$ cat src/sv/scanline_line_position_top_assert.svh
// Assertion macros for the scanline line position modules.
// Depends on nothing; define NO_ASSERTIONS to compile every check away.
`ifndef SCANLINE_LINE_POSITION_TOP_ASSERT_SVH
`define SCANLINE_LINE_POSITION_TOP_ASSERT_SVH
`ifndef NO_ASSERTIONS
// Same-cycle implication, checked out of reset only
`define SLP_ASSERT_IMP(lbl, pre, post) \
    lbl: assert property (@(posedge clk) disable iff (!rst_n) (pre) |-> (post)) \
        else $error("assertion failed");
// Next-cycle implication, checked out of reset only
`define SLP_ASSERT_NXT(lbl, pre, post) \
    lbl: assert property (@(posedge clk) disable iff (!rst_n) (pre) |=> (post)) \
        else $error("assertion failed");
`else
`define SLP_ASSERT_IMP(lbl, pre, post)
`define SLP_ASSERT_NXT(lbl, pre, post)
`endif
`endif

$ cat src/sv/slp_pkg.sv
// Shared constants, codes and controller/datapath interface types for the
// scanline line position block. Depends on nothing.
`default_nettype none
package slp_pkg;

    // Row geometry
    localparam int MAX_ROW_WIDTH = 1024;
    localparam int IDX_W = (MAX_ROW_WIDTH > 1) ? $clog2(MAX_ROW_WIDTH) : 1;
    localparam int CNT_W = $clog2(MAX_ROW_WIDTH + 2);

    // Position arithmetic: mean quotient stays below 200
    localparam int POS_SCALE = 100;
    localparam int QUO_W = 8;
    localparam int BIT_W = $clog2(QUO_W);
    localparam int SUM_W = $clog2(2 * POS_SCALE * MAX_ROW_WIDTH);
    localparam int REM_W = CNT_W + QUO_W;

    localparam logic [7:0] THRESH_RESET = 8'd50;
    localparam logic signed [7:0] POS_NONE  = 8'sd0;
    localparam logic signed [7:0] POS_LEFT  = -8'sd100;
    localparam logic signed [7:0] POS_RIGHT = 8'sd100;

    typedef enum logic [1:0] {
        KIND_NONE  = 2'd0,
        KIND_LEFT  = 2'd1,
        KIND_RIGHT = 2'd2,
        KIND_MEAN  = 2'd3
    } kind_t;

    typedef struct packed {
        logic             accum;
        logic             row_load;
        logic             div_step;
        logic [BIT_W-1:0] div_bit;
        logic             out_load;
    } dp_cmd_t;

    typedef struct packed {
        logic row_mean;
    } dp_status_t;

endpackage
`default_nettype wire

$ cat src/sv/slp_ctrl.sv
// Controller for the scanline line position block: pixel intake, the
// row-end division sequence and the output valid. Uses slp_pkg.
`default_nettype none
`include "scanline_line_position_top_assert.svh"
module slp_ctrl (
    input  wire logic               clk,
    input  wire logic               rst_n,
    input  wire logic               in_valid,
    output logic                    in_ready,
    input  wire logic               row_end,
    output logic                    out_valid,
    input  wire logic               out_ready,
    input  wire slp_pkg::dp_status_t status,
    output slp_pkg::dp_cmd_t        cmd
);

    typedef enum logic [1:0] {
        S_ACCUM,
        S_DIV,
        S_PUSH
    } state_t;

    state_t                    state_reg, state_next;
    logic [slp_pkg::BIT_W-1:0] bit_reg, bit_next;
    logic                      out_valid_reg, out_valid_next;
    logic                      in_accept;
    logic                      slot_free;

    // Accept pixels only while accumulating
    assign in_ready  = (state_reg == S_ACCUM);
    assign in_accept = in_valid && in_ready;
    assign slot_free = !out_valid_reg || out_ready;
    assign out_valid = out_valid_reg;

    // Drive datapath commands
    always_comb
    begin
        cmd          = '0;
        cmd.accum    = in_accept;
        cmd.row_load = in_accept && row_end;
        cmd.div_step = (state_reg == S_DIV);
        cmd.div_bit  = bit_reg;
        cmd.out_load = (state_reg == S_PUSH) && slot_free;
    end

    // Next state and registered outputs
    always_comb
    begin
        state_next     = state_reg;
        bit_next       = bit_reg;
        out_valid_next = out_valid_reg;
        if (out_ready)
        begin
            out_valid_next = 1'b0;
        end
        case (state_reg)
            S_ACCUM:
            begin
                if (in_accept && row_end)
                begin
                    if (status.row_mean)
                    begin
                        state_next = S_DIV;
                        bit_next   = slp_pkg::BIT_W'(slp_pkg::QUO_W - 1);
                    end
                    else
                    begin
                        state_next = S_PUSH;
                    end
                end
            end
            S_DIV:
            begin
                if (bit_reg == '0)
                begin
                    state_next = S_PUSH;
                end
                else
                begin
                    bit_next = bit_reg - 1'b1;
                end
            end
            S_PUSH:
            begin
                if (slot_free)
                begin
                    out_valid_next = 1'b1;
                    state_next     = S_ACCUM;
                end
            end
            default:
            begin
                state_next = S_ACCUM;
            end
        endcase
    end

    // Hold state, bit counter and output valid
    always_ff @(posedge clk or negedge rst_n)
    begin
        if (!rst_n)
        begin
            state_reg     <= S_ACCUM;
            bit_reg       <= '0;
            out_valid_reg <= 1'b0;
        end
        else
        begin
            state_reg     <= state_next;
            bit_reg       <= bit_next;
            out_valid_reg <= out_valid_next;
        end
    end

    `SLP_ASSERT_NXT(a_mean_divides, in_accept && row_end && status.row_mean, state_reg == S_DIV)
    `SLP_ASSERT_NXT(a_edge_pushes, in_accept && row_end && !status.row_mean, state_reg == S_PUSH)
    `SLP_ASSERT_NXT(a_div_ends, state_reg == S_DIV && bit_reg == '0, state_reg == S_PUSH)
    `SLP_ASSERT_NXT(a_load_shows, cmd.out_load, out_valid_reg && state_reg == S_ACCUM)

endmodule
`default_nettype wire

$ cat src/sv/slp_dpath.sv
// Datapath for the scanline line position block: threshold register, row
// accumulators, restoring divider and output payload. Uses slp_pkg.
`default_nettype none
module slp_dpath (
    input  wire logic               clk,
    input  wire logic               rst_n,
    input  wire logic               cfg_write,
    input  wire logic [7:0]         cfg_data,
    input  wire logic [7:0]         gray_pixel,
    input  wire logic               row_end,
    input  wire slp_pkg::dp_cmd_t   cmd,
    output slp_pkg::dp_status_t     status,
    output logic signed [7:0]       line_position,
    output logic [1:0]              detect_kind
);

    logic [7:0]                thresh_reg;
    logic [slp_pkg::CNT_W-1:0] cnt_reg;
    logic                      saw_black_reg, saw_white_reg, first_black_reg;
    logic [slp_pkg::IDX_W-1:0] first_idx_reg, last_idx_reg;

    logic [slp_pkg::CNT_W-1:0] cnt_next;
    logic                      saw_black_next, saw_white_next, first_black_next;
    logic [slp_pkg::IDX_W-1:0] first_idx_next, last_idx_next;
    logic                      is_black, is_white, in_range;
    slp_pkg::kind_t            kind_now;
    logic [slp_pkg::IDX_W:0]   pair_sum;
    logic [slp_pkg::SUM_W-1:0] scaled_sum;

    slp_pkg::kind_t            kind_reg;
    logic [slp_pkg::REM_W-1:0] rem_reg;
    logic [slp_pkg::CNT_W-1:0] div_reg;
    logic [slp_pkg::QUO_W-1:0] quo_reg;
    logic [slp_pkg::REM_W-1:0] trial;
    logic                      fits;
    logic [slp_pkg::QUO_W:0]   mean_diff;

    logic signed [7:0]         pos_reg;
    slp_pkg::kind_t            out_kind_reg;
    logic signed [7:0]         pos_sel;

    // Threshold register
    always_ff @(posedge clk or negedge rst_n)
    begin
        if (!rst_n)
        begin
            thresh_reg <= slp_pkg::THRESH_RESET;
        end
        else if (cfg_write)
        begin
            thresh_reg <= cfg_data;
        end
    end

    // Classify the pixel and update row statistics
    always_comb
    begin
        is_black         = gray_pixel < thresh_reg;
        is_white         = gray_pixel > thresh_reg;
        in_range         = cnt_reg < slp_pkg::CNT_W'(slp_pkg::MAX_ROW_WIDTH);
        saw_black_next   = saw_black_reg || is_black;
        saw_white_next   = saw_white_reg || is_white;
        first_black_next = first_black_reg;
        first_idx_next   = first_idx_reg;
        last_idx_next    = last_idx_reg;
        cnt_next         = cnt_reg;
        if (in_range)
        begin
            if (cnt_reg == '0)
            begin
                first_black_next = is_black;
            end
            if (is_black)
            begin
                if (!saw_black_reg)
                begin
                    first_idx_next = cnt_reg[slp_pkg::IDX_W-1:0];
                end
                last_idx_next = cnt_reg[slp_pkg::IDX_W-1:0];
            end
        end
        if (cnt_reg <= slp_pkg::CNT_W'(slp_pkg::MAX_ROW_WIDTH))
        begin
            cnt_next = cnt_reg + 1'b1;
        end
        // Decide the row's kind in priority order
        if (cnt_next > slp_pkg::CNT_W'(slp_pkg::MAX_ROW_WIDTH)
            || !saw_black_next || !saw_white_next)
        begin
            kind_now = slp_pkg::KIND_NONE;
        end
        else if (first_black_next)
        begin
            kind_now = slp_pkg::KIND_LEFT;
        end
        else if (is_black)
        begin
            kind_now = slp_pkg::KIND_RIGHT;
        end
        else
        begin
            kind_now = slp_pkg::KIND_MEAN;
        end
        pair_sum   = {1'b0, first_idx_next} + {1'b0, last_idx_next};
        scaled_sum = slp_pkg::SUM_W'(pair_sum) * slp_pkg::SUM_W'(slp_pkg::POS_SCALE);
    end

    assign status.row_mean = (kind_now == slp_pkg::KIND_MEAN);

    // Advance row accumulators; clear at row end
    always_ff @(posedge clk or negedge rst_n)
    begin
        if (!rst_n)
        begin
            cnt_reg         <= '0;
            saw_black_reg   <= 1'b0;
            saw_white_reg   <= 1'b0;
            first_black_reg <= 1'b0;
            first_idx_reg   <= '0;
            last_idx_reg    <= '0;
        end
        else if (cmd.accum)
        begin
            if (row_end)
            begin
                cnt_reg         <= '0;
                saw_black_reg   <= 1'b0;
                saw_white_reg   <= 1'b0;
                first_black_reg <= 1'b0;
                first_idx_reg   <= '0;
                last_idx_reg    <= '0;
            end
            else
            begin
                cnt_reg         <= cnt_next;
                saw_black_reg   <= saw_black_next;
                saw_white_reg   <= saw_white_next;
                first_black_reg <= first_black_next;
                first_idx_reg   <= first_idx_next;
                last_idx_reg    <= last_idx_next;
            end
        end
    end

    // One restoring division step, quotient bit from the top down
    assign trial = slp_pkg::REM_W'(div_reg) << cmd.div_bit;
    assign fits  = rem_reg >= trial;

    // Snapshot the row, then iterate the divider
    always_ff @(posedge clk)
    begin
        if (cmd.row_load)
        begin
            kind_reg <= kind_now;
            rem_reg  <= slp_pkg::REM_W'(scaled_sum);
            div_reg  <= cnt_next;
            quo_reg  <= '0;
        end
        else if (cmd.div_step)
        begin
            if (fits)
            begin
                rem_reg <= rem_reg - trial;
            end
            quo_reg <= {quo_reg[slp_pkg::QUO_W-2:0], fits};
        end
    end

    // Select the position for the row's kind
    assign mean_diff = {1'b0, quo_reg} - (slp_pkg::QUO_W + 1)'(slp_pkg::POS_SCALE);

    always_comb
    begin
        case (kind_reg)
            slp_pkg::KIND_NONE:  pos_sel = slp_pkg::POS_NONE;
            slp_pkg::KIND_LEFT:  pos_sel = slp_pkg::POS_LEFT;
            slp_pkg::KIND_RIGHT: pos_sel = slp_pkg::POS_RIGHT;
            slp_pkg::KIND_MEAN:  pos_sel = $signed(mean_diff[7:0]);
            default:             pos_sel = slp_pkg::POS_NONE;
        endcase
    end

    // Output payload register
    always_ff @(posedge clk)
    begin
        if (cmd.out_load)
        begin
            pos_reg      <= pos_sel;
            out_kind_reg <= kind_reg;
        end
    end

    assign line_position = pos_reg;
    assign detect_kind   = out_kind_reg;

endmodule
`default_nettype wire

$ cat src/sv/scanline_line_position_top.sv
// Pixels are taken one per cycle while accumulating. Edge and undetermined rows go
// from the row-end pixel to the push state; interior-mean rows first pass the
// 8-step restoring divider. No pixel is taken until the result is loaded.
// A waiting result does not stop pixel intake of the next row.
// Reset (rst_n low, asynchronous) clears the row state and the output valid
// and sets the threshold to 50.
// Top level of the scanline line position block; joins slp_ctrl and
// slp_dpath. Uses slp_pkg.
`default_nettype none
module scanline_line_position_top (
    input  wire logic        clk,
    input  wire logic        rst_n,
    input  wire logic        cfg_valid,
    output logic             cfg_ready,
    input  wire logic [7:0]  cfg_data,
    input  wire logic        in_valid,
    output logic             in_ready,
    input  wire logic [7:0]  gray_pixel,
    input  wire logic        row_end,
    output logic             out_valid,
    input  wire logic        out_ready,
    output logic signed [7:0] line_position,
    output logic [1:0]       detect_kind
);

    slp_pkg::dp_cmd_t    cmd;
    slp_pkg::dp_status_t status;

    // Threshold writes always complete in one transaction
    assign cfg_ready = 1'b1;

    slp_ctrl u_ctrl (
        .clk       (clk),
        .rst_n     (rst_n),
        .in_valid  (in_valid),
        .in_ready  (in_ready),
        .row_end   (row_end),
        .out_valid (out_valid),
        .out_ready (out_ready),
        .status    (status),
        .cmd       (cmd)
    );

    slp_dpath u_dpath (
        .clk           (clk),
        .rst_n         (rst_n),
        .cfg_write     (cfg_valid && cfg_ready),
        .cfg_data      (cfg_data),
        .gray_pixel    (gray_pixel),
        .row_end       (row_end),
        .cmd           (cmd),
        .status        (status),
        .line_position (line_position),
        .detect_kind   (detect_kind)
    );

endmodule
`default_nettype wire
$ cat config.mk
export PLATFORM = sky130hd
export DESIGN_NAME = scanline_line_position_top
export DESIGN_NICKNAME = d
export VERILOG_FILES = /design/src/sv/slp_pkg.sv /design/src/sv/slp_ctrl.sv /design/src/sv/slp_dpath.sv /design/src/sv/scanline_line_position_top.sv
export VERILOG_INCLUDE_DIRS = /design/src /design/src/sv
export SDC_FILE = /design/constraint.sdc
export NUM_CORES = 1
export LEC_CHECK = 0
export BUFFER_PORTS_ARGS = -buffer_cell sky130_fd_sc_hd__buf_4
export CORE_UTILIZATION = 25
export CTS_BUF_LIST = sky130_fd_sc_hd__clkbuf_4 sky130_fd_sc_hd__clkbuf_8
export DETAILED_ROUTE_END_ITERATION = 10
export PLACE_DENSITY_LB_ADDON = 0.2
export SYNTH_ARGS = -nofsm -noshare
export SYNTH_HDL_FRONTEND = slang
export SYNTH_SLANG_ARGS = --single-unit
$ cat constraint.sdc
create_clock -name clk -period 13.46 [get_ports clk]
set_input_delay 1.346 -clock clk [delete_from_list [all_inputs] [get_ports clk]]
set_output_delay 1.346 -clock clk [all_outputs]
set_load 0.005 [all_outputs]
==> results.cfg <==
[floorplanning]
row_count = 62
fp.coreArea_mm2 = 0.0290
die_y_um = 174
ioPinCount = 35
dieArea_mm2 = 0.0304
initial_core_util = 0.256
dieWidth_um = 174

[worst_setup_path]
r2r-end = u_dpath.rem_reg[17]
critPathMaxStageDelay_ns = 0.78
reg2reg_from = u_dpath.thresh_reg[1]
cp_max_fo = 10
reg2reg_depth = 26
cp_data_arrival_time_ns = 8.00
critPathSlowestCell = nor2_1
start_kind = primary input
cpMostUsedCell = ha_1
end_kind = flop
critPathKind = in2reg
rrSetupSlack_ns = 6.09
required_ns = 13.58

[synth]
synth_area_mm2 = 0.00744
syn_inst = 792
synthArstFlopShare = 0.490
synthFlopType = dfrtp_1
synth.avg_cell_area_um2 = 9.39
synth_nets = 898
ys_types = 72
ys_ff_latch = 98
synth_edf_count = 39
yosysSeqAreaShare = 0.349
yosysWarnings = 0

[clock_network]
cts_resized = 0
post_cts_buffers = 0
cts_hold_buf = 0
cts_root_buffer = clkbuf_8
cts.sinks = 98
clkLatencyLatePin_ns = 0.39
cts_buffers = 9
clockBufferDepth = 2
cts_tree = done
path_clk_slew_ns = 0.13
htreeDepth = 3

[worst_hold_path]
hold_depth = 2
min_to = u_dpath.quo_reg[1]
min_from = u_dpath.quo_reg[0]
hold_path.class = reg2reg

[sta]
timing.final.crit_period_ns = 7.88
setup_viol = 0
finalWorstSetupSlack_ns = 5.58
maxSlewViolCount = 0
hold_violations = 0
fmax_ghz = 0.127
period_share = 0.586
slew_headroom = 0.346
rsz0062_at_grt = no
finClkSkew_ns = 0.0278
tightest_slew_ns = 0.977
finalSetupTns_ns = 0

[global_route]
grt_overflow = 0
grt_pass1_wl_mm = 29.9
antenna_found_initial = 0
grtUsageTotal = 0.123
grt_util_met2 = 0.193
busiest_layer = met2
grt_pass1_vias = 5652
grt_max_degree = 49
use_met3 = 0.0186
use_met1 = 0.174

[detailed_routing]
vias_per_cell = 4.77
first_pass_iters = 5
vias = 5708
wirelength_mm = 18.2
drc = 0
wl_per_cell_um = 15.2
ant_nets = 0
drt-initial-drc-count = 298

[pwr]
power.density_mw_per_mm2 = 181
clock_power_share = 0.135
pwr-share-seq = 0.303
ir_drop_uv = 60.2
p_comb_frac = 0.562
intPower_uw = 808
leakagePower_uw = 0.00361
p_total_uw = 1490
swShare = 0.458
power_switching_uw = 683

[finish]
drive_above_1_share = 0.114
layout.nets = 914
mostFrequentLayoutCells = nand2_1, ha_1, inv_1, a21oi_1, o21ai_0
area_growth_pct = 11.0
diodes = 0
largest_reg_flops = 19

[placement]
portBuffers = 33
place_congestion = 0.800
dp_hpwl_mm = 13.7
dp_slack_ns = 5.12

[status]
status = finished clean

[flow_run]
max_cap_violations = 0
cell families (layout without fill, tap and decap cells):
group / after synthesis / after routing / share of synthesized area
AOI/OAI and AO/OA: 229 / 229 / 0.208
and+or+nand+nor: 208 / 208 / 0.136
DFF: 98 / 98 / 0.349
buffers and inverters: 89 / 110 / 0.0490
adders and majority gates: 84 / 84 / 0.148
xor gates and xnor gates: 48 / 48 / 0.0565
muxes: 35 / 35 / 0.0523
other: 1 / 1 / 0.000504
worst max-delay path by stage:
stage	start	end	slack (ns)	cells after the start
after CTS	gray_pixel[1]	u_dpath.rem_reg[17]	5.55	26
after floorplan	gray_pixel[1]	u_dpath.rem_reg[17]	5.98	25
after global placement	gray_pixel[1]	u_dpath.rem_reg[17]	5.26	27
final	gray_pixel[1]	u_dpath.rem_reg[17]	5.58	26
after detailed placement	gray_pixel[1]	u_dpath.rem_reg[17]	5.12	26
after global routing	gray_pixel[1]	u_dpath.rem_reg[17]	5.05	27
stage by stage:
stage | util | hold slack, ns | cells | instance area, um^2
2_1_floorplan | - | 0.441 | 792 | 7440
3_3_place_gp | 0.278 | 0.458 | 1181 | 8050
3_5_place_dp | 0.278 | 0.464 | 1181 | 8050
4_1_cts | 0.284 | 0.470 | 1197 | 8250
5_1_grt | 0.284 | 0.502 | 1197 | 8250
6_report | 0.284 | 0.465 | 1197 | 8250
area by class of cell:
type	count	area (um^2)
clock buffer	9	124
multi-input combinational	605	4480
timing repair buffer	39	293
sequential	98	2600
tap	384	480
fill	3139	20800
inverter	55	206
clock inverter	7	76.3
critical path, delay by kind of cell:
kind                     cells  cell delay [ns]
buffers and inverters        3             0.20
XOR/XNOR                     2             0.41
adder cells (fa/ha/maj)      7             2.25
multiplexers                 1             0.43
AO/OA/AOI/OAI                9             2.00
AND/OR/NAND/NOR              4             1.37
power groups by stage:
stage / logic [uW] / clock network [uW] / registers (uW)
final: 838 / 201 / 453
after global routing: 936 / 222 / 462
after CTS: 842 / 209 / 453
after detailed placement: 831 / 0 / 458
after global placement: 849 / 0 / 459
after floorplan: 649 / 0 / 424
Yosys cell counts, types with 3 or more instances:
library cell	n	area (um^2)
nand4_1	9	56.3
fa_1	7	140
mux2_2	21	236
xor2_1	16	140
clkbuf_1	24	90.1
inv_1	55	206
o22ai_1	9	56.3
dfrtp_1	45	1130
dfxtp_1	11	220
or3_1	4	25.0
a22o_1	17	149
buf_4	3	22.5
a31oi_1	4	25.0
nand2_1	77	289
and3_1	4	25.0
mux2i_1	13	130
buf_2	3	15.0
xnor2_1	32	280
nor2_1	38	143
and2_1	5	31.3
a21o_1	12	90.1
o31a_1	3	26.3
o211ai_1	6	45.0
dfstp_2	3	78.8
nand3_1	16	80.1
nor3_1	12	60.1
o31ai_1	6	45.0
nor2b_1	11	68.8
a211o_1	4	35.0
nand2b_1	13	81.3
o21ai_0	54	270
a21boi_0	6	45.0
a211oi_1	11	82.6
edfxtp_1	39	1170
o21a_1	8	60.1
a21oi_1	54	270
nor4_1	3	18.8
or4_1	4	30.0
a22oi_1	11	82.6
ha_1	77	963
or2_2	3	18.8
layer usage:
metal,wire length (um),share of wire,vias up
met1,9240,0.51,2706
met2,8090,0.45,60
li1,-,-,2926
met5,0,0,-
met3,519,0.029,16
met4,316,0.017,0
Power figures use the tool's default switching activity.
